[src/rtl/i2cm_pkg.sv]
package i2cm_pkg;

    // Command codes carried in the request.
    localparam logic [2:0] CMD_NONE  = 3'd0;
    localparam logic [2:0] CMD_START = 3'd1;
    localparam logic [2:0] CMD_STOP  = 3'd2;
    localparam logic [2:0] CMD_WRITE = 3'd3;
    localparam logic [2:0] CMD_READ  = 3'd4;

    // Fixed frame geometry.
    localparam int unsigned BITS_PER_BYTE = 8;
    localparam logic [3:0]  BIT_LAST_DATA = 4'(BITS_PER_BYTE - 1);
    localparam logic [3:0]  BIT_ACK_SLOT  = 4'(BITS_PER_BYTE);
    localparam logic [3:0]  SLOTS_BYTE    = 4'(BITS_PER_BYTE + 1);
    localparam logic [3:0]  SLOTS_COND    = 4'd1;
    localparam logic [2:0]  UNITS_BYTE    = 3'd4;
    localparam logic [2:0]  UNITS_COND    = 3'd5;

    // Reset value of the ticks-per-unit register.
    localparam logic [7:0]  TPU_RESET     = 8'd48;

    // One input request: one clock tick of the bus engine.
    typedef struct packed {
        logic [2:0] cmd;
        logic [7:0] tx_byte;
        logic       ack_after_read;
        logic       sda_in;
    } in_item_t;

    // One result: pin levels and status after the tick.
    typedef struct packed {
        logic       scl_level;
        logic       sda_release;
        logic       busy_res;
        logic       done_res;
        logic [7:0] rx_byte;
        logic       nack_seen;
    } out_item_t;

endpackage

[src/rtl/i2cm_in_stage.sv]
module i2cm_in_stage import i2cm_pkg::*; (
    input  logic     aclk,
    input  logic     aresetn,
    input  logic     s_valid,
    output logic     s_ready,
    input  in_item_t s_data,
    input  logic     advance,
    output logic     item_valid,
    output in_item_t item
);

    logic     vld_reg;
    logic     vld_next;
    in_item_t data_reg;
    logic     take;

    // A new request may enter when the register is empty or is being drained.
    assign s_ready    = !vld_reg || advance;
    assign take       = s_valid && s_ready;
    assign item_valid = vld_reg;
    assign item       = data_reg;

    // Occupancy of the input register.
    always_comb begin
        if (take) begin
            vld_next = 1'b1;
        end else if (advance) begin
            vld_next = 1'b0;
        end else begin
            vld_next = vld_reg;
        end
    end

    always_ff @(posedge aclk) begin
        if (!aresetn) begin
            vld_reg <= 1'b0;
        end else begin
            vld_reg <= vld_next;
        end
    end

    // Payload needs no reset.
    always_ff @(posedge aclk) begin
        if (take) begin
            data_reg <= s_data;
        end
    end

endmodule

[src/rtl/i2cm_core.sv]
module i2cm_core import i2cm_pkg::*; (
    input  logic       aclk,
    input  logic       aresetn,
    input  logic       cfg_we,
    input  logic [7:0] cfg_wdata,
    input  logic       advance,
    input  in_item_t   item,
    output out_item_t  result
);

    logic [7:0] tpu_reg;
    logic [2:0] active_reg, active_next;
    logic [7:0] div_reg, div_next;
    logic [2:0] phase_reg, phase_next;
    logic [3:0] bit_reg, bit_next;
    logic [7:0] shift_reg, shift_next;
    logic       scl_reg, scl_next;
    logic       sda_reg, sda_next;
    logic       nack_reg, nack_next;
    logic       ack_pend_reg, ack_pend_next;
    logic [7:0] rx_hold_reg, rx_hold_next;
    logic       done;
    logic [8:0] tpu_eff;
    logic [2:0] phase_inc;
    logic [3:0] bit_inc;
    logic [2:0] units;
    logic [3:0] slots;
    logic       cond_cmd;

    // Pin levels for a given unit of a command, as {scl, sda}.
    function automatic logic [1:0] unit_levels(
        input logic [2:0] cmd,
        input logic [2:0] ph,
        input logic [3:0] bi,
        input logic       msb,
        input logic       ack,
        input logic       scl_now,
        input logic       sda_now
    );
        logic scl_o;
        logic sda_o;
        scl_o = scl_now;
        sda_o = sda_now;
        if (cmd == CMD_START) begin
            if (ph < 3'd2) begin
                scl_o = 1'b1; sda_o = 1'b1;
            end else if (ph < 3'd4) begin
                scl_o = 1'b1; sda_o = 1'b0;
            end else begin
                scl_o = 1'b0; sda_o = 1'b0;
            end
        end else if (cmd == CMD_STOP) begin
            if (ph == 3'd0) begin
                sda_o = 1'b0;
            end else if (ph < 3'd3) begin
                scl_o = 1'b1; sda_o = 1'b0;
            end else begin
                scl_o = 1'b1; sda_o = 1'b1;
            end
        end else begin
            if (ph == 3'd0) begin
                if (bi < BIT_ACK_SLOT) begin
                    sda_o = (cmd == CMD_WRITE) ? msb : 1'b1;
                end else begin
                    sda_o = (cmd == CMD_WRITE) ? 1'b1 : !ack;
                end
            end else if (ph < 3'd3) begin
                scl_o = 1'b1;
            end else begin
                scl_o = 1'b0;
            end
        end
        return {scl_o, sda_o};
    endfunction

    assign cond_cmd = (active_reg == CMD_START) || (active_reg == CMD_STOP);
    assign units    = cond_cmd ? UNITS_COND : UNITS_BYTE;
    assign slots    = cond_cmd ? SLOTS_COND : SLOTS_BYTE;
    assign tpu_eff  = (tpu_reg == 8'd0) ? 9'd1 : {1'b0, tpu_reg};

    // One tick of the engine: start a command, or advance the unit timer.
    always_comb begin
        active_next   = active_reg;
        div_next      = div_reg;
        phase_next    = phase_reg;
        bit_next      = bit_reg;
        shift_next    = shift_reg;
        scl_next      = scl_reg;
        sda_next      = sda_reg;
        nack_next     = nack_reg;
        ack_pend_next = ack_pend_reg;
        rx_hold_next  = rx_hold_reg;
        done          = 1'b0;
        phase_inc     = phase_reg + 3'd1;
        bit_inc       = bit_reg + 4'd1;
        if (active_reg == CMD_NONE) begin
            if (item.cmd >= CMD_START && item.cmd <= CMD_READ) begin
                active_next = item.cmd;
                phase_next  = 3'd0;
                bit_next    = 4'd0;
                div_next    = 8'd0;
                if (item.cmd == CMD_WRITE) begin
                    shift_next = item.tx_byte;
                end
                if (item.cmd == CMD_READ) begin
                    shift_next    = 8'd0;
                    ack_pend_next = item.ack_after_read;
                end
                {scl_next, sda_next} = unit_levels(item.cmd, 3'd0, 4'd0, shift_next[7],
                                                   ack_pend_next, scl_reg, sda_reg);
            end
        end else if ({1'b0, div_reg} + 9'd1 >= tpu_eff) begin
            div_next = 8'd0;
            // Sample SDA at the end of the second SCL-high unit.
            if (phase_reg == 3'd2) begin
                if (active_reg == CMD_WRITE && bit_reg == BIT_ACK_SLOT) begin
                    nack_next = item.sda_in;
                end
                if (active_reg == CMD_READ && bit_reg < BIT_ACK_SLOT) begin
                    shift_next = {shift_reg[6:0], item.sda_in};
                    if (bit_reg == BIT_LAST_DATA) begin
                        rx_hold_next = shift_next;
                    end
                end
            end
            if (phase_reg == 3'd3 && active_reg == CMD_WRITE && bit_reg < BIT_ACK_SLOT) begin
                shift_next = {shift_reg[6:0], 1'b0};
            end
            phase_next = phase_inc;
            if (phase_inc >= units) begin
                phase_next = 3'd0;
                bit_next   = bit_inc;
                if (bit_inc >= slots) begin
                    bit_next    = 4'd0;
                    active_next = CMD_NONE;
                    done        = 1'b1;
                end
            end
            if (active_next != CMD_NONE) begin
                {scl_next, sda_next} = unit_levels(active_reg, phase_next, bit_next,
                                                   shift_next[7], ack_pend_reg,
                                                   scl_reg, sda_reg);
            end
        end else begin
            div_next = div_reg + 8'd1;
        end
    end

    // Result of this tick, taken from the updated state.
    always_comb begin
        result.scl_level   = scl_next;
        result.sda_release = sda_next;
        result.busy_res    = (active_next != CMD_NONE);
        result.done_res    = done;
        result.rx_byte     = rx_hold_next;
        result.nack_seen   = nack_next;
    end

    // Engine state advances once per request consumed.
    always_ff @(posedge aclk) begin
        if (!aresetn) begin
            tpu_reg      <= TPU_RESET;
            active_reg   <= CMD_NONE;
            div_reg      <= 8'd0;
            phase_reg    <= 3'd0;
            bit_reg      <= 4'd0;
            shift_reg    <= 8'd0;
            scl_reg      <= 1'b1;
            sda_reg      <= 1'b1;
            nack_reg     <= 1'b0;
            ack_pend_reg <= 1'b0;
            rx_hold_reg  <= 8'd0;
        end else begin
            if (cfg_we) begin
                tpu_reg <= cfg_wdata;
            end
            if (advance) begin
                active_reg   <= active_next;
                div_reg      <= div_next;
                phase_reg    <= phase_next;
                bit_reg      <= bit_next;
                shift_reg    <= shift_next;
                scl_reg      <= scl_next;
                sda_reg      <= sda_next;
                nack_reg     <= nack_next;
                ack_pend_reg <= ack_pend_next;
                rx_hold_reg  <= rx_hold_next;
            end
        end
    end

endmodule

[src/rtl/i2cm_out_stage.sv]
module i2cm_out_stage import i2cm_pkg::*; (
    input  logic      aclk,
    input  logic      aresetn,
    input  logic      load,
    input  out_item_t result,
    output logic      can_load,
    output logic      m_valid,
    input  logic      m_ready,
    output out_item_t m_data
);

    logic      vld_reg;
    logic      vld_next;
    out_item_t data_reg;

    // The register can be refilled when empty or when its content leaves now.
    assign can_load = !vld_reg || m_ready;
    assign m_valid  = vld_reg;
    assign m_data   = data_reg;

    // Occupancy of the result register.
    always_comb begin
        if (load) begin
            vld_next = 1'b1;
        end else if (m_ready) begin
            vld_next = 1'b0;
        end else begin
            vld_next = vld_reg;
        end
    end

    always_ff @(posedge aclk) begin
        if (!aresetn) begin
            vld_reg <= 1'b0;
        end else begin
            vld_reg <= vld_next;
        end
    end

    // Payload needs no reset.
    always_ff @(posedge aclk) begin
        if (load) begin
            data_reg <= result;
        end
    end

endmodule

[src/rtl/i2c_master_byte_engine_unit.sv]
// Channel   Direction  Handshake                 Payload
// s_        in         s_valid / s_ready         in_item_t  (one bus tick)
// m_        out        m_valid / m_ready         out_item_t (pin levels, status)
// cfg_      in         cfg_valid / cfg_ready     ticks_per_unit, 8 bits
//
// One request is taken per cycle unless the result side stalls; each one is held in
// the input register until the engine step writes its result to the result register.
// aresetn is synchronous and active low; it clears both stages and the engine state.
// A stalled result register stops the engine step, and the input register then
// holds its request so s_ready falls; cfg_ready is always high.
module i2c_master_byte_engine_unit import i2cm_pkg::*; (
    input  logic       aclk,
    input  logic       aresetn,
    input  logic       s_valid,
    output logic       s_ready,
    input  in_item_t   s_data,
    output logic       m_valid,
    input  logic       m_ready,
    output out_item_t  m_data,
    input  logic       cfg_valid,
    output logic       cfg_ready,
    input  logic [7:0] cfg_wdata
);

    logic      item_valid;
    in_item_t  item;
    out_item_t result;
    logic      can_load;
    logic      advance;

    // The engine steps when a request is held and the result register can take it.
    assign advance   = item_valid && can_load;
    assign cfg_ready = 1'b1;

    i2cm_in_stage u_in (
        .aclk       (aclk),
        .aresetn    (aresetn),
        .s_valid    (s_valid),
        .s_ready    (s_ready),
        .s_data     (s_data),
        .advance    (advance),
        .item_valid (item_valid),
        .item       (item)
    );

    i2cm_core u_core (
        .aclk      (aclk),
        .aresetn   (aresetn),
        .cfg_we    (cfg_valid && cfg_ready),
        .cfg_wdata (cfg_wdata),
        .advance   (advance),
        .item      (item),
        .result    (result)
    );

    i2cm_out_stage u_out (
        .aclk     (aclk),
        .aresetn  (aresetn),
        .load     (advance),
        .result   (result),
        .can_load (can_load),
        .m_valid  (m_valid),
        .m_ready  (m_ready),
        .m_data   (m_data)
    );

    // A held request behind a stalled result must block the input side.
    a_stall_blocks: assert property (@(posedge aclk) disable iff (!aresetn)
        (item_valid && m_valid && !m_ready) |-> !s_ready)
        else $error("input accepted while both stages are stalled");

    // Each engine step produces a visible result in the next cycle.
    a_step_gives_result: assert property (@(posedge aclk) disable iff (!aresetn)
        advance |=> m_valid)
        else $error("engine step lost its result");

    // A finishing tick always leaves the engine idle.
    a_done_idle: assert property (@(posedge aclk) disable iff (!aresetn)
        (m_valid && m_data.done_res) |-> !m_data.busy_res)
        else $error("done reported while still busy");

endmodule

[config.mk]
export PLATFORM = sky130hd
export DESIGN_NAME = i2c_master_byte_engine_unit
export DESIGN_NICKNAME = d
export VERILOG_FILES = /design/src/rtl/i2cm_pkg.sv /design/src/rtl/i2cm_in_stage.sv /design/src/rtl/i2cm_core.sv /design/src/rtl/i2cm_out_stage.sv /design/src/rtl/i2c_master_byte_engine_unit.sv
export SDC_FILE = /design/constraint.sdc
export NUM_CORES = 1
export LEC_CHECK = 0
export BUFFER_PORTS_ARGS = -buffer_cell sky130_fd_sc_hd__buf_2
export CORE_MARGIN = 2
export CORE_UTILIZATION = 35
export DETAILED_ROUTE_END_ITERATION = 7
export PLACE_DENSITY = 0.59
export RECOVER_POWER = 25
export SETUP_SLACK_MARGIN = 0.15
export SKIP_CTS_REPAIR_TIMING = 1
export SYNTH_ARGS = -nofsm -noshare
export SYNTH_HDL_FRONTEND = slang
export SYNTH_SLANG_ARGS = --single-unit
[constraint.sdc]
create_clock -name aclk -period 3.92 [get_ports aclk]
set_clock_uncertainty 0.2 [all_clocks]
set_input_delay 0.196 -clock aclk [delete_from_list [all_inputs] [get_ports aclk]]
set_output_delay 0.196 -clock aclk [all_outputs]
set_load 0.01 [all_outputs]
# Word level (Yosys, flattened, before mapping)
# Cells that the tools add are included.
# word_totals
ff_bits,74
latchBits,0
mem_bits_rw,0
mem_bits_ro,0
in_bits,26
output_inout_bits,16
elab_cells,158
n_memories,0
# op_classes
n_addsub,4
multipliers,0
n_div,0
magnitude_cmp,10
eq_ne,14
shifts,0
n_mux,76
bitwise_logic,2
reduce_logical,28
# op_table
op,n
$mux 8,17
$mux 3,13
$mux 1,38
$mux 4,8
$eq 3x2->1 const B,6
$reduce_bool 3->1,4
$add 8x1->9 const B,1
$ge 9x9->1,1
$add 8x1->8 const B,1
$logic_not 8->1,1
$lt 4x4->1 const B,2
$logic_and 1x1->1,7
$eq 3x1->1 const B,2
$eq 3x3->1 const B,2
$logic_not 3->1,2
$lt 3x2->1 const B,2
$reduce_and 6->1,1
$reduce_bool 2->1,3
$add 4x1->4 const B,1
$eq 4x3->1 const B,1
$eq 4x4->1 const B,1
$ge 4x4->1,1
$reduce_and 4->1,1
$add 3x1->3 const B,1
12 further kinds,17

# Depth between registers and ports, before layout
# depth
depth_word,16
ltp_mapped,12
depth_no_buf,11

# Modules after synthesis
# Synthesis repeated with hierarchy kept, for this count alone.
# unflattened
cells_unflattened,406
area_unflattened_um2,4001.3
# modules_own_cells
mod,n_inst,cells_each,area_per_inst_um2,seq_area_each_um2
i2cm_core,1,368,3096.7,920.9
i2cm_in_stage,1,18,447.9,410.4
i2cm_out_stage,1,17,439.2,410.4
i2c_master_byte_engine_unit,1,3,17.5,0.0

# Least setup slack after synthesis
# No wires, ideal clock.
# synth_timing
kind,reg-to-reg
startpoint,reg u_core.div_reg[2]
endpoint,"reg u_out.data_reg, in the netlist u_out.m_data[1], data pin"
setup_time_ns,0.260
arrival_ns,2.851
required_time_ns,3.460
slack_ns,0.609
stages_incl_launch_ff,12
path_buffers,0
period_less_slack_ns,3.311
cell_sequence,dfxtp_1 -> and3_1 -> nand3_1 -> or2_2 -> xnor2_1 -> ha_1 -> and3_4 -> nor2b_1 -> a311o_2 -> nor2_2 -> nor2_2 -> mux2_2
# synth_rtl
element,line,source
from (decl),i2cm_core.sv:13,"logic [7:0] div_reg, div_next;"
from (signal assigned),i2cm_core.sv:179,div_reg <= div_next;
to (signal assigned),i2cm_out_stage.sv:43,data_reg <= result;
to (decl),i2cm_out_stage.sv:14,out_item_t data_reg;

==> results.py <==
metrics = {
    "cts": {
        "cts_buffer_depth": 2,
        "clk_pin_slew_worst_paths_ns": 0.09,
        "htreeDepth": 3,
        "cts_tree": "built",
        "root_buffer": "clkbuf_8",
        "clk_latency_ns": 0.35,
        "numCtsBuffers": 9,
        "clock_sinks": 74,
    },
    "critical_path": {
        "critical_path.max_stage_delay_ns": 0.42,
        "crit_chain": "and3_1 > nand3_1 > or2_2 > xnor2_1 > ha_1 > and3_4 > nor2b_1 > a311o_2 > nor2_2 > nor2_4 > mux2_2",
        "critPathTopFamily": "simple AND/OR/NAND/NOR gates",
        "crit_fanout": 8,
        "worstSetupPathType": "flop to flop",
        "cp.buffers_inverters": 0,
        "timing.critical_path.slowest_stage_cell": "dfxtp_1",
        "required_ns": 3.82,
        "cp-end-kind": "flop",
        "crit_arrival_ns": 3.44,
        "cp-start-kind": "flop",
    },
    "logic_synthesis": {
        "netlist.area_leader.share_pct": 24.6,
        "synth_seq_cells": 74,
        "synth_cells": 392,
        "synth_edf_count": 26,
        "synth_area_leaders": "dfxtp_1 (25%), edfxtp_1 (20%), ha_1 (5.1%)",
        "synthArstFlopShare_pct": 0,
        "syn_area_sq_um": 3910,
        "yosys_warnings": 0,
        "synthesis.nets": 434,
        "ys_types": 69,
        "synth_area_leader_cell": "dfxtp_1",
        "synth-main-ff-cell": "dfxtp_1",
        "yosysSeqAreaShare_pct": 44.6,
        "syn_area_per_cell_sq_um": 9.97,
    },
    "pwr": {
        "power_per_cell_area_nw_per_um2": 340,
        "vdd_ir_drop_max_mv": 0.155,
        "power.leakage_nw": 1.71,
    },
    "route": {
        "drcViolationCount": 0,
        "vias_per_cell": 5.14,
        "first_pass_iters": 4,
        "routed_wl_microns": 8950,
        "antenna_left": 0,
        "vias": 3101,
        "routedWlPerCell_microns": 14.8,
        "first_iter_violations": 156,
    },
    "place": {
        "place_area_sq_um": 4240,
        "post-place-ws_ns": 0.250,
        "place_congestion": 0.858,
        "dp_hpwl_microns": 6440,
        "dp.cells": 562,
        "io_buffers": 40,
    },
    "cells_and_area": {
        "fin_nets": 500,
        "final_area_sq_um": 4680,
        "syn_to_final_growth_pct": 19.6,
        "final_cell_count_no_fill": 603,
        "drive_above_1_share_pct": 15.8,
        "final_common_cell": "nor2_1",
        "final_cell_mix": "nor2_1 (49), dfxtp_1 (48), a21oi_1 (29), edfxtp_1 (26)",
        "diodes": 0,
    },
    "die": {
        "die_y_microns": 110,
        "io_pins": 42,
        "initial_core_util_pct": 35.9,
        "dieWidth_microns": 110,
        "die_area_sq_um": 12000,
        "num_rows": 38,
        "coreArea_sq_um": 10900,
    },
    "timing": {
        "hold_violations": 1,
        "setup_tns_ns": 0,
        "grt_setup_unrepaired": "false",
        "setup_viol": 0,
        "whs_ns": -0.0471,
        "slew_viol_final": 0,
        "slew-limit-headroom_pct": 31.9,
        "tightestPinTransition_ns": 1.01,
        "period_minus_slack_ns": 3.54,
        "max_freq_ghz": 0.283,
        "post-route-period-util_pct": 90.2,
        "setup_ws_ns": 0.385,
    },
    "global_route": {
        "grt_overflow_total": 0,
        "grt_first_pass_wirelength_microns": 14500,
        "grt_use_total_pct": 15.6,
        "grt_pass1_vias": 2943,
        "antenna_found_initial": 0,
        "grt_max_degree": 38,
    },
    "flow_run": {
        "max-cap-violations": 0,
    },
    "outcome": {
        "outcome": "complete, but fails checks",
        "violations": "hold timing",
    },
    "min_path": {
        "hp-class": "primary input to flop",
    },
}
## per-layer routing
metal	part of all wire (%)	wire (microns)	GRT usage [%]
met5	0	0	0
met4	1.4	127	4.79
met3	4.1	368	3.14
met2	45	4050	25.0
met1	49	4400	21.3
## through the flow
step | total power, mW | util [%] | hold WS (ns)
after CTS | 1.58 | 40.8 | -0.193
after global placement | 0.978 | 38.9 | 0.172
after floorplan | 0.936 | - | 0.0946
after global routing | 1.66 | 42.9 | 0.00410
final | 1.59 | 42.9 | -0.0471
after detailed placement | 0.982 | 38.9 | 0.174
## power breakdown
part / switching [mW] / internal [mW]
sequential: 0.0179 / 0.819
combinational: 0.0821 / 0.0637
clock: 0.326 / 0.280
total: 0.426 / 1.16
## final timing paths
check | startpoint | to | slack [ns] | depth (start not counted)
worst max-delay path | u_core.div_reg[2]$_SDFFE_PN0P_ | u_out.m_data[2]$_DFFE_PP_ | 0.38 | 11
worst min-delay path | m_ready | u_out.m_valid$_SDFFE_PN0P_ | -0.05 | 4
worst max register to register | u_core.div_reg[2]$_SDFFE_PN0P_ | u_out.m_data[2]$_DFFE_PP_ | 0.38 | 11
worst min register to register | u_core.div_reg[1]$_SDFFE_PN0P_ | u_core.div_reg[1]$_SDFFE_PN0P_ | 0.28 | 2
## cell families after synthesis
family	Yosys count	synth area share [%]
and+or+nand+nor	143	19.0
AOI/OAI and AO/OA	84	16.9
DFF	74	44.6
buffers and inverters	32	3.68
muxes	28	7.46
adders and majority gates	16	5.12
xor gates and xnor gates	14	3.14
other	1	0.0959
## worst reg2reg max path, cell delays in order, from the launching register on
cell     delay (ns)
dfxtp_1        0.42
and3_1         0.24
nand3_1        0.14
or2_2          0.34
xnor2_1        0.13
ha_1           0.33
and3_4         0.19
nor2b_1        0.27
a311o_2        0.26
nor2_2         0.11
nor2_4         0.28
mux2_2         0.38
## synth_stat cells, types with 5 or more instances
library cell  instances
nor2_1               49
dfxtp_1              48
a21oi_1              29
edfxtp_1             26
nand2_1              25
mux2i_1              19
inv_1                17
ha_1                 16
nand3_1              14
mux2_2                9
nand2b_1              8
xnor2_1               8
a22oi_1               6
o21ai_0               6
o22a_1                6
xor2_1                6
a32oi_1               5
nor2b_1               5
nor3_1                5
## cell type report
class                           instances  area (sq um)
Fill cell                            1057          6210
Tap cell                              140           175
Sequential cell                        74          1740
Clock buffer                           10           149
Multi-Input combinational cell        286          2030
Clock inverter                          6          52.6
Timing Repair Buffer                   69           462
Inverter                               18          67.6
Note: power is estimated with default switching activity, not from simulation.
